--- src/rtl/adnp_pkg.sv ---
package adnp_pkg;

   localparam int CHAR_W      = 8;
   localparam int ACC_W       = 64;
   localparam int INT_MAG_W   = 63;
   localparam int FRAC_VAL_W  = 60;
   localparam int FRAC_CNT_W  = 5;
   localparam int CHAR_CNT_W  = 8;
   localparam int DIGIT_W     = 4;
   localparam int CSR_ADDR_W  = 3;
   localparam int CSR_DATA_W  = 32;

   // register byte addresses
   localparam logic [CSR_ADDR_W-1:0] CSR_FRACTION_ENABLE = 3'd0;

   // character codes
   localparam logic [CHAR_W-1:0] CH_SPACE = 8'h20;
   localparam logic [CHAR_W-1:0] CH_TAB   = 8'h09;
   localparam logic [CHAR_W-1:0] CH_CR    = 8'h0D;
   localparam logic [CHAR_W-1:0] CH_PLUS  = 8'h2B;
   localparam logic [CHAR_W-1:0] CH_MINUS = 8'h2D;
   localparam logic [CHAR_W-1:0] CH_POINT = 8'h2E;
   localparam logic [CHAR_W-1:0] CH_ZERO  = 8'h30;
   localparam logic [CHAR_W-1:0] CH_NINE  = 8'h39;

   // largest accumulator value that can still take a digit
   localparam logic [ACC_W-1:0]     ACC_LIMIT = 64'd922337203685477580;
   localparam logic [INT_MAG_W-1:0] MAG_MAX   = {INT_MAG_W{1'b1}};
   localparam logic [DIGIT_W-1:0]   TOP_POS   = 4'd7;
   localparam logic [DIGIT_W-1:0]   TOP_NEG   = 4'd8;
   localparam logic [CHAR_CNT_W-1:0] CHAR_CNT_MAX = {CHAR_CNT_W{1'b1}};

   typedef enum logic [1:0] {
      PH_SPACE = 2'd0,
      PH_INT   = 2'd1,
      PH_FRAC  = 2'd2
   } phase_type;

   typedef struct packed {
      logic                  is_negative;
      logic [INT_MAG_W-1:0]  int_magnitude;
      logic [FRAC_VAL_W-1:0] frac_value;
      logic [FRAC_CNT_W-1:0] frac_count;
      logic [CHAR_CNT_W-1:0] chars_used;
      logic [CHAR_W-1:0]     end_char;
      logic                  ok;
   } rsp_type;

endpackage

--- src/rtl/adnp_req_if.sv ---
interface adnp_req_if;
   import adnp_pkg::*;

   logic              valid;
   logic              ready;
   logic [CHAR_W-1:0] char_in;

   modport source (output valid, output char_in, input ready);
   modport sink   (input valid, input char_in, output ready);
endinterface

--- src/rtl/adnp_rsp_if.sv ---
interface adnp_rsp_if;
   import adnp_pkg::*;

   logic                  valid;
   logic                  ready;
   logic                  is_negative;
   logic [INT_MAG_W-1:0]  int_magnitude;
   logic [FRAC_VAL_W-1:0] frac_value;
   logic [FRAC_CNT_W-1:0] frac_count;
   logic [CHAR_CNT_W-1:0] chars_used;
   logic [CHAR_W-1:0]     end_char;
   logic                  ok;

   modport source (output valid, output is_negative, output int_magnitude,
                   output frac_value, output frac_count, output chars_used,
                   output end_char, output ok, input ready);
   modport sink   (input valid, input is_negative, input int_magnitude,
                   input frac_value, input frac_count, input chars_used,
                   input end_char, input ok, output ready);
endinterface

--- src/rtl/adnp_csr.sv ---
module adnp_csr (
   input  logic                              clock,
   input  logic                              reset,
   input  logic                              psel,
   input  logic                              penable,
   input  logic                              pwrite,
   input  logic [adnp_pkg::CSR_ADDR_W-1:0]   paddr,
   input  logic [adnp_pkg::CSR_DATA_W-1:0]   pwdata,
   output logic [adnp_pkg::CSR_DATA_W-1:0]   prdata,
   output logic                              pready,
   output logic                              fraction_enable
);
   import adnp_pkg::*;

   logic fraction_enable_ff;
   logic fraction_enable_in;
   logic hit;

   // word select: low two bits are the byte lane
   assign hit = (paddr[CSR_ADDR_W-1:2] == CSR_FRACTION_ENABLE[CSR_ADDR_W-1:2]);

   always_comb begin
      fraction_enable_in = fraction_enable_ff;
      if (psel && penable && pwrite && hit) begin
         fraction_enable_in = pwdata[0];
      end
   end

   always_ff @(posedge clock) begin
      if (reset) begin
         fraction_enable_ff <= 1'b1;
      end else begin
         fraction_enable_ff <= fraction_enable_in;
      end
   end

   assign pready          = 1'b1;
   assign prdata          = hit ? {{(CSR_DATA_W-1){1'b0}}, fraction_enable_ff}
                                : '0;
   assign fraction_enable = fraction_enable_ff;
endmodule

--- src/rtl/adnp_parse.sv ---
module adnp_parse #(
   parameter int FRAC_DIGITS = 18
) (
   input  logic                          clock,
   input  logic                          reset,
   input  logic                          advance,
   input  logic [adnp_pkg::CHAR_W-1:0]   char_in,
   input  logic                          fraction_enable,
   output logic                          terminate,
   output adnp_pkg::rsp_type             result
);
   import adnp_pkg::*;

   phase_type             phase_ff,   phase_in;
   logic                  neg_ff,     neg_in;
   logic [ACC_W-1:0]      acc_ff,     acc_in;
   logic [FRAC_VAL_W-1:0] frac_ff,    frac_in;
   logic [FRAC_CNT_W-1:0] fcnt_ff,    fcnt_in;
   logic [CHAR_CNT_W-1:0] ccnt_ff,    ccnt_in;
   logic                  ovf_ff,     ovf_in;

   logic                  is_digit, is_space, is_sign, is_point;
   logic                  in_space, in_lead, in_frac;
   logic                  take_space, take_sign, take_int, take_point, take_frac;
   logic [DIGIT_W-1:0]    digit;
   logic [DIGIT_W-1:0]    top;
   logic                  ovf_hit;
   logic [ACC_W-1:0]      acc_times_ten;
   logic [FRAC_VAL_W-1:0] frac_times_ten;

   assign is_digit = (char_in >= CH_ZERO) && (char_in <= CH_NINE);
   assign is_space = (char_in == CH_SPACE) || ((char_in >= CH_TAB) && (char_in <= CH_CR));
   assign is_sign  = (char_in == CH_PLUS) || (char_in == CH_MINUS);
   assign is_point = (char_in == CH_POINT) && fraction_enable;
   assign digit    = char_in[DIGIT_W-1:0];

   assign in_space = (phase_ff == PH_SPACE);
   assign in_lead  = (phase_ff == PH_SPACE) || (phase_ff == PH_INT);
   assign in_frac  = (phase_ff == PH_FRAC);

   assign take_space = in_space && is_space;
   assign take_sign  = in_space && is_sign;
   assign take_int   = in_lead && is_digit;
   assign take_point = in_lead && is_point;
   assign take_frac  = in_frac && is_digit;
   assign terminate  = !(take_space || take_sign || take_int || take_point || take_frac);

   // x*10 as x*8 + x*2, digit added in
   assign acc_times_ten  = {acc_ff[ACC_W-4:0], 3'b000} + {acc_ff[ACC_W-2:0], 1'b0}
                         + {{(ACC_W-DIGIT_W){1'b0}}, digit};
   assign frac_times_ten = {frac_ff[FRAC_VAL_W-4:0], 3'b000}
                         + {frac_ff[FRAC_VAL_W-2:0], 1'b0}
                         + {{(FRAC_VAL_W-DIGIT_W){1'b0}}, digit};

   assign top     = neg_ff ? TOP_NEG : TOP_POS;
   assign ovf_hit = (acc_ff > ACC_LIMIT) || ((acc_ff == ACC_LIMIT) && (digit > top));

   // next phase
   always_comb begin
      phase_in = phase_ff;
      unique case (phase_ff)
         PH_SPACE: begin
            if (take_sign || take_int) begin
               phase_in = PH_INT;
            end else if (take_point) begin
               phase_in = PH_FRAC;
            end
         end
         PH_INT: begin
            if (terminate) begin
               phase_in = PH_SPACE;
            end else if (take_point) begin
               phase_in = PH_FRAC;
            end
         end
         PH_FRAC: begin
            if (terminate) begin
               phase_in = PH_SPACE;
            end
         end
         default: begin
            phase_in = PH_SPACE;
         end
      endcase
   end

   // number fields
   always_comb begin
      neg_in  = neg_ff;
      acc_in  = acc_ff;
      frac_in = frac_ff;
      fcnt_in = fcnt_ff;
      ccnt_in = ccnt_ff;
      ovf_in  = ovf_ff;
      if (terminate) begin
         neg_in  = 1'b0;
         acc_in  = '0;
         frac_in = '0;
         fcnt_in = '0;
         ccnt_in = '0;
         ovf_in  = 1'b0;
      end else begin
         if (ccnt_ff != CHAR_CNT_MAX) begin
            ccnt_in = ccnt_ff + 1'b1;
         end
         if (take_sign) begin
            neg_in = (char_in == CH_MINUS);
         end
         if (take_int && !ovf_ff) begin
            if (ovf_hit) begin
               ovf_in = 1'b1;
            end else begin
               acc_in = acc_times_ten;
            end
         end
         if (take_frac && (fcnt_ff < FRAC_CNT_W'(FRAC_DIGITS))) begin
            frac_in = frac_times_ten;
            fcnt_in = fcnt_ff + 1'b1;
         end
      end
   end

   always_ff @(posedge clock) begin
      if (reset) begin
         phase_ff <= PH_SPACE;
         neg_ff   <= 1'b0;
         acc_ff   <= '0;
         frac_ff  <= '0;
         fcnt_ff  <= '0;
         ccnt_ff  <= '0;
         ovf_ff   <= 1'b0;
      end else if (advance) begin
         phase_ff <= phase_in;
         neg_ff   <= neg_in;
         acc_ff   <= acc_in;
         frac_ff  <= frac_in;
         fcnt_ff  <= fcnt_in;
         ccnt_ff  <= ccnt_in;
         ovf_ff   <= ovf_in;
      end
   end

   always_comb begin
      result.is_negative   = neg_ff;
      result.int_magnitude = ovf_ff ? '0 : (acc_ff[ACC_W-1] ? MAG_MAX : acc_ff[INT_MAG_W-1:0]);
      result.frac_value    = ovf_ff ? '0 : frac_ff;
      result.frac_count    = ovf_ff ? '0 : fcnt_ff;
      result.chars_used    = ccnt_ff;
      result.end_char      = char_in;
      result.ok            = !ovf_ff;
   end
endmodule

--- src/rtl/adnp_out.sv ---
module adnp_out (
   input  logic              clock,
   input  logic              reset,
   input  logic              load,
   input  adnp_pkg::rsp_type result,
   input  logic              rsp_ready,
   output logic              rsp_valid,
   output adnp_pkg::rsp_type rsp_data,
   output logic              free
);
   import adnp_pkg::*;

   logic    valid_ff, valid_in;
   rsp_type data_ff;

   assign free = !valid_ff || rsp_ready;

   always_comb begin
      valid_in = valid_ff;
      if (load) begin
         valid_in = 1'b1;
      end else if (rsp_ready) begin
         valid_in = 1'b0;
      end
   end

   always_ff @(posedge clock) begin
      if (reset) begin
         valid_ff <= 1'b0;
      end else begin
         valid_ff <= valid_in;
      end
   end

   always_ff @(posedge clock) begin
      if (load) begin
         data_ff <= result;
      end
   end

   assign rsp_valid = valid_ff;
   assign rsp_data  = data_ff;
endmodule

--- src/rtl/ascii_decimal_number_parser_core.sv ---
// channel   | dir | handshake          | word
// ----------+-----+--------------------+-------------------------------------------
// req_word  | in  | valid/ready        | char_in
// rsp_word  | out | valid/ready        | is_negative, int_magnitude, frac_value,
//           |     |                    | frac_count, chars_used, end_char, ok
// csr_*     | in  | apb, pready tied 1 | fraction_enable at byte address 0
//
// one character a cycle unless a terminator waits on a full result register; a character
// is registered, then parsed, and a terminator drops its number into the result register
// the parse state (accumulators, counters, phase) is the loop that sets the character rate:
// each step is one shift-add by ten and one compare against the overflow limit
// reset is synchronous and active high; it clears the parse state and sets fraction_enable
// a terminator waits in the input register while the result register holds an untaken word;
// characters taken into a number (leading space, sign, digit, enabled point) never wait
module ascii_decimal_number_parser_core #(
   parameter int FRAC_DIGITS = 18
) (
   input  logic                              clock,
   input  logic                              reset,
   adnp_req_if.sink                          req_word,
   adnp_rsp_if.source                        rsp_word,
   input  logic                              csr_psel,
   input  logic                              csr_penable,
   input  logic                              csr_pwrite,
   input  logic [adnp_pkg::CSR_ADDR_W-1:0]   csr_paddr,
   input  logic [adnp_pkg::CSR_DATA_W-1:0]   csr_pwdata,
   output logic [adnp_pkg::CSR_DATA_W-1:0]   csr_prdata,
   output logic                              csr_pready
);
   import adnp_pkg::*;

   // input register
   logic              in_valid_ff, in_valid_in;
   logic [CHAR_W-1:0] in_char_ff;

   logic    fraction_enable;
   logic    terminate;
   logic    out_free;
   logic    advance;
   logic    accept;
   rsp_type result;
   rsp_type rsp_data;

   adnp_csr u_csr (
      .clock           (clock),
      .reset           (reset),
      .psel            (csr_psel),
      .penable         (csr_penable),
      .pwrite          (csr_pwrite),
      .paddr           (csr_paddr),
      .pwdata          (csr_pwdata),
      .prdata          (csr_prdata),
      .pready          (csr_pready),
      .fraction_enable (fraction_enable)
   );

   // the held character moves on unless it ends a number and the result slot is busy
   assign advance = in_valid_ff && (!terminate || out_free);
   assign accept  = req_word.valid && req_word.ready;
   assign req_word.ready = !in_valid_ff || advance;

   always_comb begin
      in_valid_in = in_valid_ff;
      if (accept) begin
         in_valid_in = 1'b1;
      end else if (advance) begin
         in_valid_in = 1'b0;
      end
   end

   always_ff @(posedge clock) begin
      if (reset) begin
         in_valid_ff <= 1'b0;
      end else begin
         in_valid_ff <= in_valid_in;
      end
   end

   always_ff @(posedge clock) begin
      if (accept) begin
         in_char_ff <= req_word.char_in;
      end
   end

   adnp_parse #(
      .FRAC_DIGITS (FRAC_DIGITS)
   ) u_parse (
      .clock           (clock),
      .reset           (reset),
      .advance         (advance),
      .char_in         (in_char_ff),
      .fraction_enable (fraction_enable),
      .terminate       (terminate),
      .result          (result)
   );

   // result register parts the parser from the consumer
   adnp_out u_out (
      .clock     (clock),
      .reset     (reset),
      .load      (advance && terminate),
      .result    (result),
      .rsp_ready (rsp_word.ready),
      .rsp_valid (rsp_word.valid),
      .rsp_data  (rsp_data),
      .free      (out_free)
   );

   assign rsp_word.is_negative   = rsp_data.is_negative;
   assign rsp_word.int_magnitude = rsp_data.int_magnitude;
   assign rsp_word.frac_value    = rsp_data.frac_value;
   assign rsp_word.frac_count    = rsp_data.frac_count;
   assign rsp_word.chars_used    = rsp_data.chars_used;
   assign rsp_word.end_char      = rsp_data.end_char;
   assign rsp_word.ok            = rsp_data.ok;
endmodule
--- src/flat_wrapper.sv ---
// flat-port wrapper written by rule: the top's interface ports become plain ports
module ascii_decimal_number_parser_core_flat import adnp_pkg::*;
#(
   parameter int FRAC_DIGITS = 18
)
  (clock, reset, csr_psel, csr_penable, csr_pwrite, csr_paddr, csr_pwdata, csr_prdata, csr_pready, req_word_valid, req_word_char_in, req_word_ready, rsp_word_valid, rsp_word_is_negative, rsp_word_int_magnitude, rsp_word_frac_value, rsp_word_frac_count, rsp_word_chars_used, rsp_word_end_char, rsp_word_ok, rsp_word_ready);
  adnp_req_if req_word_i ();
  adnp_rsp_if rsp_word_i ();
  input  logic clock;
  input  logic reset;
  input  logic csr_psel;
  input  logic csr_penable;
  input  logic csr_pwrite;
  input  logic [adnp_pkg::CSR_ADDR_W-1:0] csr_paddr;
  input  logic [adnp_pkg::CSR_DATA_W-1:0] csr_pwdata;
  output logic [adnp_pkg::CSR_DATA_W-1:0] csr_prdata;
  output logic csr_pready;
  input wire logic [$bits(req_word_i.valid)-1:0] req_word_valid;
  input wire logic [$bits(req_word_i.char_in)-1:0] req_word_char_in;
  output wire logic [$bits(req_word_i.ready)-1:0] req_word_ready;
  output wire logic [$bits(rsp_word_i.valid)-1:0] rsp_word_valid;
  output wire logic [$bits(rsp_word_i.is_negative)-1:0] rsp_word_is_negative;
  output wire logic [$bits(rsp_word_i.int_magnitude)-1:0] rsp_word_int_magnitude;
  output wire logic [$bits(rsp_word_i.frac_value)-1:0] rsp_word_frac_value;
  output wire logic [$bits(rsp_word_i.frac_count)-1:0] rsp_word_frac_count;
  output wire logic [$bits(rsp_word_i.chars_used)-1:0] rsp_word_chars_used;
  output wire logic [$bits(rsp_word_i.end_char)-1:0] rsp_word_end_char;
  output wire logic [$bits(rsp_word_i.ok)-1:0] rsp_word_ok;
  input wire logic [$bits(rsp_word_i.ready)-1:0] rsp_word_ready;
  assign req_word_i.valid = req_word_valid;
  assign req_word_i.char_in = req_word_char_in;
  assign req_word_ready = req_word_i.ready;
  assign rsp_word_valid = rsp_word_i.valid;
  assign rsp_word_is_negative = rsp_word_i.is_negative;
  assign rsp_word_int_magnitude = rsp_word_i.int_magnitude;
  assign rsp_word_frac_value = rsp_word_i.frac_value;
  assign rsp_word_frac_count = rsp_word_i.frac_count;
  assign rsp_word_chars_used = rsp_word_i.chars_used;
  assign rsp_word_end_char = rsp_word_i.end_char;
  assign rsp_word_ok = rsp_word_i.ok;
  assign rsp_word_i.ready = rsp_word_ready;
  ascii_decimal_number_parser_core #(.FRAC_DIGITS(FRAC_DIGITS)) u_core (.clock(clock), .reset(reset), .req_word(req_word_i), .rsp_word(rsp_word_i), .csr_psel(csr_psel), .csr_penable(csr_penable), .csr_pwrite(csr_pwrite), .csr_paddr(csr_paddr), .csr_pwdata(csr_pwdata), .csr_prdata(csr_prdata), .csr_pready(csr_pready));
endmodule
--- config.mk ---
export PLATFORM = sky130hd
export DESIGN_NAME = ascii_decimal_number_parser_core_flat
export DESIGN_NICKNAME = d
export VERILOG_FILES = /design/src/rtl/adnp_pkg.sv /design/src/rtl/adnp_req_if.sv /design/src/rtl/adnp_rsp_if.sv /design/src/rtl/adnp_csr.sv /design/src/rtl/adnp_parse.sv /design/src/rtl/adnp_out.sv /design/src/rtl/ascii_decimal_number_parser_core.sv /design/src/flat_wrapper.sv
export SDC_FILE = /design/constraint.sdc
export NUM_CORES = 1
export LEC_CHECK = 0
export BUFFER_PORTS_ARGS = -buffer_cell sky130_fd_sc_hd__buf_2
export CAP_MARGIN = 20
export CORE_MARGIN = 2
export CORE_UTILIZATION = 30
export CTS_CLUSTER_SIZE = 28
export DETAILED_ROUTE_END_ITERATION = 8
export HOLD_SLACK_MARGIN = 0.02
export PLACE_DENSITY = 0.55
export SYNTH_ARGS = -nofsm -noshare
export SYNTH_HDL_FRONTEND = slang
export SYNTH_SLANG_ARGS = --single-unit
--- constraint.sdc ---
create_clock -name clock -period 11.84 [get_ports clock]
set_input_delay 1.776 -clock clock [delete_from_list [all_inputs] [get_ports clock]]
set_output_delay 1.776 -clock clock [all_outputs]
set_load 0.1 [all_outputs]
==> impl_metrics.tcl, run 1 <==
set metrics [dict create \
    start_kind "flop" \
    synth_top_area_share 0.234 \
    grt.total_usage 0.159 \
    status "finished, final reports clean" \
    cp_max_fo 9 \
    synth_warnings 0 \
    coreArea_um2 65500 \
    antenna_found_initial 1 \
    hpwlAfterDp_um 40000 \
    maxCapViolCount 0 \
    hold_depth 2 \
    syn2layout_area_growth_pct 13.6 \
    initial_core_util 0.302 \
    internal-power_mw 1.80 \
    numPortBuffers 165 \
    rsz0062_at_grt "false" \
    reg2reg_to "u_core.u_parse.frac_ff[56]$_SDFFE_PP0P_" \
    worstHoldStart "u_core.u_parse.frac_ff[59]$_SDFFE_PP0P_" \
    numCtsBuffers 37 \
    drt-total-wl_um 54900 \
    gr-total-overflow 0 \
    final_nets 2590 \
    power.leakage_nw 10.3 \
    seqPwrFrac 0.445 \
    hp-class "flop to flop" \
    place.gp.congestion 0.912 \
    grt_pass1_wl_um 87700 \
    die_area_um2 68100 \
    vias 16400 \
    pin_count 231 \
    finalNonFillerCells 3187 \
    drc_errors 0 \
    async_flop_share 0 \
    synthCells 2185 \
    path_clk_slew_ns 0.06 \
    grt_pass1_vias 16100 \
    synth_edf_count 154 \
    multi_input_area_um2 11500 \
    hold_buffers 0 \
    p_sw_frac 0.283 \
    ant_nets 0 \
    clock_power_share 0.461 \
    wire_per_inst_um 17.2 \
    cp.arrival_ns 5.34 \
    postCtsSetupBuffers 0 \
    fmax_ghz 0.203 \
    clock-root-buffer "clkbuf_16" \
    grt_max_degree 94 \
    reg2reg_from "u_core.in_char_ff[3]$_DFFE_PP_" \
    via_per_inst 5.15 \
    synth_ff_type "edfxtp_1" \
    clockBufferDepth 3 \
    synth_area_per_cell_um2 9.06 \
    endpoint_kind "flop" \
    ys_ff_latch 298 \
    yosysSeqAreaShare 0.379 \
    placed_cells 3118 \
    cts_sinks 298 \
    timing.reg2reg.setup_slack_ns 6.90 \
    power_switching_mw 0.708 \
    die_h_um 261 \
    hold_viol 0 \
    cp.required_ns 12.24 \
    tightest_slew_ns 0.970 \
    finalSetupViolations 0 \
    synth_top_area_cell "edfxtp_1" \
    cts_tree "built" \
    hold_slack_ns 0.449 \
    nFillCells 6786 \
    skew_ns 0.0319 \
    cts_resized 0 \
    slew_headroom 0.353 \
    dr.pass1.iters 7 \
    fin_crit_sh 0.417 \
    drv_slew 0 \
    die_width_um 261 \
    rows 94 \
    drive_gt1_frac 0.122 \
    final_util 0.343 \
    insertedDiodeCount 0 \
    period_minus_slack_ns 4.94 \
    synthDistinctLibCells 86 \
    critPathKind "flop to flop" \
    worst-r2r-cell-count 15 \
    drt_iter0_markers 998 \
    register_area_um2 7510 \
    synth.area.top_cells "edfxtp_1 (23%), ha_1 (15%), dfxtp_1 (15%)" \
    vdd_drop_max_v 0.000118 \
    netlist_area_um2 19800 \
    clock_latency_ns 0.56 \
    tns_ns 0 \
    pwr-share-comb 0.095 \
    powerDensity_nw_per_um2 112 \
    htreeDepth 2 \
    min_to "u_core.u_parse.frac_ff[59]$_SDFFE_PP0P_" \
]
==> stage by stage <==
step,setup WS (ns),area (um2),power (mW)
3_5_place_dp,6.97,21200,1.38
6_report,6.90,22500,2.51
2_1_floorplan,6.26,19900,1.35
5_1_grt,6.61,22500,2.59
3_3_place_gp,6.98,21200,1.37
4_1_cts,6.87,22500,2.55
==> how the worst max path moves through the flow <==
stage	startpoint	end	slack, ns	depth (start not counted)
final	u_core.in_char_ff[3]$_DFFE_PP_	u_core.u_parse.frac_ff[56]$_SDFFE_PP0P_	6.90	15
after global placement	u_core.in_char_ff[3]$_DFFE_PP_	u_core.u_parse.frac_ff[56]$_SDFFE_PP0P_	6.98	15
after global routing	u_core.in_char_ff[3]$_DFFE_PP_	u_core.u_parse.frac_ff[55]$_SDFFE_PP0P_	6.61	15
after floorplan	rsp_word_ready	u_core.u_out.rsp_data[0]$_DFFE_PP_	6.26	4
after CTS	u_core.in_char_ff[1]$_DFFE_PP_	req_word_ready	6.87	7
after detailed placement	u_core.in_char_ff[3]$_DFFE_PP_	u_core.u_parse.frac_ff[56]$_SDFFE_PP0P_	6.97	15
==> sequential cells by signal, summed over array words and instances, names as in the netlist <==
signal                        count
u_core.in_char_ff                 8
u_core.in_valid_ff                1
u_core.u_csr.fraction_enable      1
u_core.u_out.rsp_data           146
u_core.u_out.rsp_valid            1
u_core.u_parse.acc_ff            64
u_core.u_parse.ccnt_ff            8
u_core.u_parse.fcnt_ff            5
u_core.u_parse.frac_ff           60
u_core.u_parse.neg_ff             1
u_core.u_parse.ovf_ff             1
u_core.u_parse.phase_ff           2
==> synthesized netlist by cell type (5+ instances only) <==
cell type and instances:
o21ai_1 7, a221oi_1 5, and4_1 9, and2_1 10, buf_1 7, and3_1 21
nand2_2 10, xor2_1 56, a31oi_1 55, a22oi_1 10, nand2b_1 11, o21a_1 11
ha_1 242, or3_1 8, nand3_1 57, a22o_1 6, a21oi_1 166, inv_1 46
buf_2 9, nor2_1 305, edfxtp_1 154, dfxtp_1 144, a211oi_1 13, a211o_1 8
o21ai_2 11, nand2_1 155, a21o_1 75, xnor2_1 63, o211ai_1 12, nor2b_1 77
nor3_1 33, nand4_1 36, clkbuf_1 82, o21bai_1 28, o21ai_0 108, buf_4 39
nor4_1 6
==> worst max-delay path: stages (launching register included) <==
cell and delay, ns:
edfxtp_1 0.59, inv_1 0.18, fa_1 0.50, inv_1 0.07, fa_1 0.48, a211oi_1 0.45, o21ai_0 0.16, a211oi_1 0.40
o41ai_2 0.18, a31oi_1 0.38, o21ai_2 0.15, a31oi_1 0.45, o31ai_1 0.24, a41oi_1 0.31, xor2_1 0.16, o21ai_0 0.08
==> placed cells by master (no fill, tap or decap), types with 6 or more instances in the layout <==
master	n
a211o_1	8
a211oi_1	13
a21o_1	75
a21oi_1	166
a22o_1	6
a22oi_1	10
a31oi_1	55
and2_1	10
and3_1	21
and4_1	9
buf_2	165
buf_4	13
clkbuf_1	7
clkbuf_16	38
clkinv_2	6
conb_1	32
dfxtp_1	142
edfxtp_1	154
ha_1	242
inv_1	45
nand2_1	155
nand2_2	10
nand2b_1	11
nand3_1	56
nand4_1	36
nor2_1	303
nor2b_1	77
nor3_1	33
nor4_1	6
o211ai_1	12
o21a_1	11
o21ai_0	108
o21ai_1	7
o21ai_2	11
o21bai_1	28
or3_1	8
xnor2_1	63
xor2_1	56
==> logic make-up after synthesis <==
family / Yosys count / share of synthesized area
and+or+nand+nor: 759 / 0.179
xor gates and xnor gates: 119 / 0.0526
buffers and inverters: 185 / 0.0440
muxes: 2 / 0.00101
other: 2 / 0.000379
DFF: 298 / 0.379
AOI/OAI and AO/OA: 574 / 0.187
adders and majority gates: 246 / 0.157
==> routing by layer <==
metal  track usage  vias up  part of all wire
met5             0        -                 0
met2         0.249      429              0.44
li1              -     8090                 -
met3        0.0299       75             0.061
met4        0.0425        0             0.023
met1         0.223     7832              0.48
==> layout make-up <==
type,instances,share of cell area
flip-flops and latches,298,0.334
inverters,46,0.00790
clock buffers,47,0.0447
repair buffers,179,0.0420
multi-input cells,1732,0.514
well taps,864,0.0481
clock inverters,21,0.00974
==> power by group through the flow <==
stage | clock, mW | combinational (mW) | sequential (mW)
finish | 1.15 | 0.237 | 1.12
global route | 1.23 | 0.246 | 1.12
CTS | 1.19 | 0.238 | 1.12
detailed placement | 0 | 0.238 | 1.14
global placement | 0 | 0.237 | 1.14
floorplan | 0 | 0.0891 | 1.26
Note: power is estimated with default switching activity, not from simulation.
==> inputs of run 2 (changes only) <==
PLACE_DENSITY = 0.56   (was 0.55)
clock period = 4 ns   (was 11.84 ns; I/O delays follow)
==> impl_metrics.tcl, run 2 (same netlist as run 1, synthesis figures left out) <==
set metrics [dict create \
    via_per_inst 5.17 \
    dr_wl_met2_um 24600 \
    status "finished, final reports clean" \
    fin_crit_sh 0.963 \
    hold_buffers 0 \
    rows 94 \
    register_area_um2 7510 \
    drt_iter0_markers 1075 \
    numPortBuffers 165 \
    cp.arrival_ns 4.30 \
    period_minus_slack_ns 3.85 \
    hold_viol 0 \
    nFillCells 6694 \
    clockBufferDepth 3 \
    finalSetupViolations 0 \
    place.gp.congestion 0.927 \
    die_h_um 261 \
    hp-class "input pin to flop" \
    dr.pass1.iters 6 \
    cts_tree "built" \
    insertedDiodeCount 0 \
    worst-r2r-cell-count 15 \
    numCtsBuffers 36 \
    placed_cells 3199 \
    grt_pass1_wl_um 88300 \
    cts_sinks 298 \
    skew_ns 0.0209 \
    gr-total-overflow 0 \
    grt_max_degree 93 \
    clock-root-buffer "clkbuf_16" \
    min_to "u_core.in_char_ff[0]$_DFFE_PP_" \
    vias 16900 \
    fmax_ghz 0.260 \
    tightest_slew_ns 0.999 \
    final_nets 2678 \
    pin_count 231 \
    hpwlAfterDp_um 41200 \
    reg2reg_from "u_core.in_char_ff[2]$_DFFE_PP_" \
    die_area_um2 68100 \
    highest_layer "met5" \
    htreeDepth 2 \
    ant_nets 0 \
    multi_input_area_um2 11700 \
    powerDensity_nw_per_um2 317 \
    layout_common_cells "nor2_1 (303), ha_1 (242), buf_2 (166)" \
    hold_depth 1 \
    cp.required_ns 4.45 \
    drc_errors 0 \
    grt.total_usage 0.161 \
    power.leakage_nw 10.8 \
    maxCapViolCount 0 \
    die_width_um 261 \
    worstHoldStart "req_word_char_in[0]" \
    hold_slack_ns 0.225 \
    largest_reg_flops 146 \
    finalNonFillerCells 3273 \
    coreArea_um2 65500 \
    cp_max_fo 4 \
    final_common_cell "nor2_1" \
    drt-total-wl_um 55600 \
    initial_core_util 0.302 \
    vdd_drop_max_v 0.000252 \
    wire_per_inst_um 17.0 \
    antenna_found_initial 2 \
    start_kind "flop" \
    wl_met3_um 3250 \
    clock_latency_ns 0.56 \
    endpoint_kind "flop" \
    reg2reg_to "u_core.u_parse.acc_ff[56]$_SDFFE_PP0P_" \
    drive_gt1_frac 0.166 \
    syn2layout_area_growth_pct 17.9 \
    timing.reg2reg.setup_slack_ns 0.15 \
    drv_slew 0 \
    path_clk_slew_ns 0.06 \
    grt_pass1_vias 16300 \
    critPathKind "flop to flop" \
    slew_headroom 0.334 \
    m1WireLength_um 26400 \
]
[run 2: worst max-delay path by stage]
stage                                                start                                 endpoint  slack, ns  cells past startpoint
CTS                         u_core.in_char_ff[2]$_DFFE_PP_   u_core.u_parse.acc_ff[56]$_SDFFE_PP0P_     -0.009                     15
global placement    u_core.u_parse.frac_ff[0]$_SDFFE_PP0P_  u_core.u_parse.frac_ff[58]$_SDFFE_PP0P_      -0.06                     17
global route        u_core.u_parse.frac_ff[0]$_SDFFE_PP0P_  u_core.u_parse.frac_ff[59]$_SDFFE_PP0P_      -0.04                     17
finish                      u_core.in_char_ff[2]$_DFFE_PP_   u_core.u_parse.acc_ff[56]$_SDFFE_PP0P_       0.15                     15
detailed placement          u_core.in_char_ff[2]$_DFFE_PP_  u_core.u_parse.frac_ff[58]$_SDFFE_PP0P_      -0.14                     16
floorplan                   u_core.in_char_ff[1]$_DFFE_PP_       u_core.u_out.rsp_data[0]$_DFFE_PP_      -0.24                      9
[run 2: final cells by class]
cell class              instances  area share
inverters                      46     0.00756
repair buffers                268      0.0700
flip-flops and latches        298       0.322
multi-input cells            1732       0.503
clock inverters                25      0.0114
well taps                     864      0.0463
clock buffers                  40      0.0402
[run 2: worst max-delay path, cell delays in order (launching register included)]
cell	delay [ns]
edfxtp_1	0.39
buf_4	0.17
ha_1	0.28
ha_1	0.24
fa_2	0.35
a21o_1	0.19
a221oi_2	0.32
nor2b_1	0.11
a221o_1	0.43
a41o_1	0.32
a31oi_4	0.20
o21ai_2	0.09
a21o_1	0.22
a31oi_2	0.20
xor2_1	0.20
o21ai_2	0.06
[run 2: where the power goes]
part	leakage, nW	switching [mW]	total, mW	internal, mW
clock	0.585	1.39	3.37	1.97
combinational	7.50	0.653	0.728	0.0747
sequential	2.69	0.0281	3.29	3.27
[run 2: layer usage]
| layer | global-route usage | vias to the layer above |
|---|---|---|
| met5 | 0 | - |
| met4 | 0.0470 | 2 |
| met3 | 0.0288 | 91 |
| met2 | 0.254 | 445 |
| met1 | 0.223 | 8094 |
| li1 | - | 8280 |
[run 2: repair_timing]
action	in CTS	in global routing
setup buffers	2	6
pin swaps	2	25
resized for setup	7	25
endpoints found under the hold margin	0	0
setup endpoints to repair	5	30
[run 2: metrics by stage]
stage	util	instance area, um2	setup TNS (ns)	setup slack, ns	power (mW)
5_1_grt	0.356	23300	-0.0669	-0.0419	7.64
4_1_cts	0.353	23100	-0.00853	-0.00853	7.50
6_report	0.356	23300	0	0.147	7.39
3_3_place_gp	0.334	21900	-0.0731	-0.0550	4.08
2_1_floorplan	-	20000	-35.41	-0.242	3.99
3_5_place_dp	0.334	21900	-0.258	-0.140	4.08
==> inputs of run 3 (changes only) <==
BUFFER_PORTS_ARGS = default   (was -buffer_cell sky130_fd_sc_hd__buf_2)
DONT_BUFFER_PORTS = 1   (was default)
PLACE_DENSITY = 0.52   (was 0.56)
clock period = 4.54 ns   (was 4 ns; I/O delays follow)
==> impl_metrics.tcl, run 3 (same netlist as run 1, synthesis figures left out) <==
set metrics [dict create \
    worstHoldStart "reset" \
    die_area_um2 68100 \
    die_width_um 261 \
    drt_iter0_markers 1113 \
    final_common_cell "nor2_1" \
    clock-root-buffer "clkbuf_16" \
    hold_buffers 0 \
    hp-class "input pin to flop" \
    die_h_um 261 \
    insertedDiodeCount 0 \
    numCtsBuffers 37 \
    cp_max_fo 5 \
    slew_headroom 0.290 \
    fmax_ghz 0.233 \
    rows 94 \
    vdd_drop_max_v 0.000233 \
    path_clk_slew_ns 0.06 \
    largest_reg_flops 146 \
    critPathKind "flop to flop" \
    grt.total_usage 0.159 \
    htreeDepth 2 \
    gr-total-overflow 0 \
    reg2reg_from "u_core.u_parse.acc_ff[2]$_SDFFE_PP0P_" \
    placed_cells 2981 \
    finalNonFillerCells 3048 \
    timing.reg2reg.setup_slack_ns 0.25 \
    cts_sinks 298 \
    drv_slew 0 \
    wire_per_inst_um 18.1 \
    finalSetupViolations 0 \
    reg2reg_to "u_core.u_parse.acc_ff[56]$_SDFFE_PP0P_" \
    syn2layout_area_growth_pct 10.7 \
    via_per_inst 5.20 \
    tns_ns 0 \
    maxCapViolCount 0 \
    final_util 0.335 \
    place.gp.congestion 0.902 \
    clockBufferDepth 3 \
    grt_pass1_vias 15500 \
    powerDensity_nw_per_um2 297 \
    worst-r2r-cell-count 15 \
    endpoint_kind "flop" \
    cts_tree "built" \
    hpwlAfterDp_um 40800 \
    hold_depth 1 \
    rsz0062_at_grt "false" \
    initial_core_util 0.302 \
    clock_latency_ns 0.55 \
    drt-total-wl_um 55000 \
    layout_common_cells "nor2_1 (303), ha_1 (242), a21oi_1 (166)" \
    hold_viol 0 \
    start_kind "flop" \
    hold_slack_ns 0.200 \
    status "finished, final reports clean" \
    grt_pass1_wl_um 86900 \
    pin_count 231 \
    numPortBuffers 0 \
    antenna_found_initial 1 \
    min_to "u_core.u_parse.frac_ff[30]$_SDFFE_PP0P_" \
    grt_max_degree 85 \
    cp.arrival_ns 4.73 \
    vias 15800 \
    tightest_slew_ns 1.06 \
    cp.required_ns 4.98 \
    fin_crit_sh 0.945 \
    drc_errors 0 \
    power.leakage_nw 9.72 \
    drive_gt1_frac 0.0678 \
    ant_nets 0 \
    period_minus_slack_ns 4.29 \
    finalPower_mw 6.50 \
    skew_ns 0.0316 \
    dr.pass1.iters 5 \
    coreArea_um2 65500 \
    final_nets 2452 \
]
[run 3: metrics by stage]
step	area [um2]	worst slack [ns]
after floorplan	19900	0.0786
after global placement	20700	0.174
after detailed placement	20700	0.142
after CTS	21900	0.148
after global routing	21900	0.0322
final	21900	0.250
[run 3: report_power, final]
part | internal [mW] | leakage (nW) | switching [mW] | total (mW)
clock network | 1.85 | 0.589 | 1.18 | 3.03
registers | 2.88 | 2.69 | 0.341 | 3.22
logic | 0.0270 | 6.43 | 0.227 | 0.254
[run 3: worst max path at each step]
stage / to / slack, ns / cells after the start / start
after floorplan: u_core.u_out.rsp_data[0]$_DFFE_PP_ / 0.08 / 9 / u_core.in_char_ff[1]$_DFFE_PP_
after global placement: u_core.u_parse.frac_ff[56]$_SDFFE_PP0P_ / 0.17 / 15 / u_core.u_parse.frac_ff[0]$_SDFFE_PP0P_
after detailed placement: u_core.u_parse.frac_ff[56]$_SDFFE_PP0P_ / 0.14 / 15 / u_core.u_parse.frac_ff[0]$_SDFFE_PP0P_
after CTS: u_core.u_parse.frac_ff[56]$_SDFFE_PP0P_ / 0.15 / 15 / u_core.u_parse.frac_ff[0]$_SDFFE_PP0P_
after global routing: u_core.u_parse.frac_ff[58]$_SDFFE_PP0P_ / 0.03 / 16 / u_core.u_parse.frac_ff[0]$_SDFFE_PP0P_
final: u_core.u_parse.acc_ff[56]$_SDFFE_PP0P_ / 0.25 / 15 / u_core.u_parse.acc_ff[2]$_SDFFE_PP0P_
[run 3: critical path, stage by stage (launching register included)]
cell and delay (ns):
dfxtp_1 0.43, inv_1 0.11, fa_1 0.52, inv_1 0.07, fa_1 0.46, a21o_1 0.22
a221oi_2 0.29, nor2b_1 0.11, a221o_1 0.42, a41o_1 0.29, a31oi_2 0.30, o21ai_1 0.18
a21o_1 0.27, a31oi_1 0.25, xor2_1 0.20, o21ai_2 0.06
[run 3: cell type report]
class                   instances  area (um2)
repair buffers                 41         333
flip-flops and latches        298        7510
clock buffers                  48         998
well taps                     864        1080
multi-input cells            1732       11600
fillers                      6774       43600
inverters                      46         176
clock inverters                19         244
[run 3: metal layers]
metal | vias up | part of all wire | global-route usage
met5 | - | 0 | 0
met2 | 388 | 0.44 | 0.249
met1 | 7572 | 0.48 | 0.223
met3 | 75 | 0.054 | 0.0306
met4 | 0 | 0.025 | 0.0465
li1 | 7809 | - | -
[run 3: timing repair]
| action | CTS | global route |
|---|---|---|
| setup endpoints to repair | 0 | 4 |
| gates resized for setup | 0 | 4 |
| setup buffers | 0 | 0 |
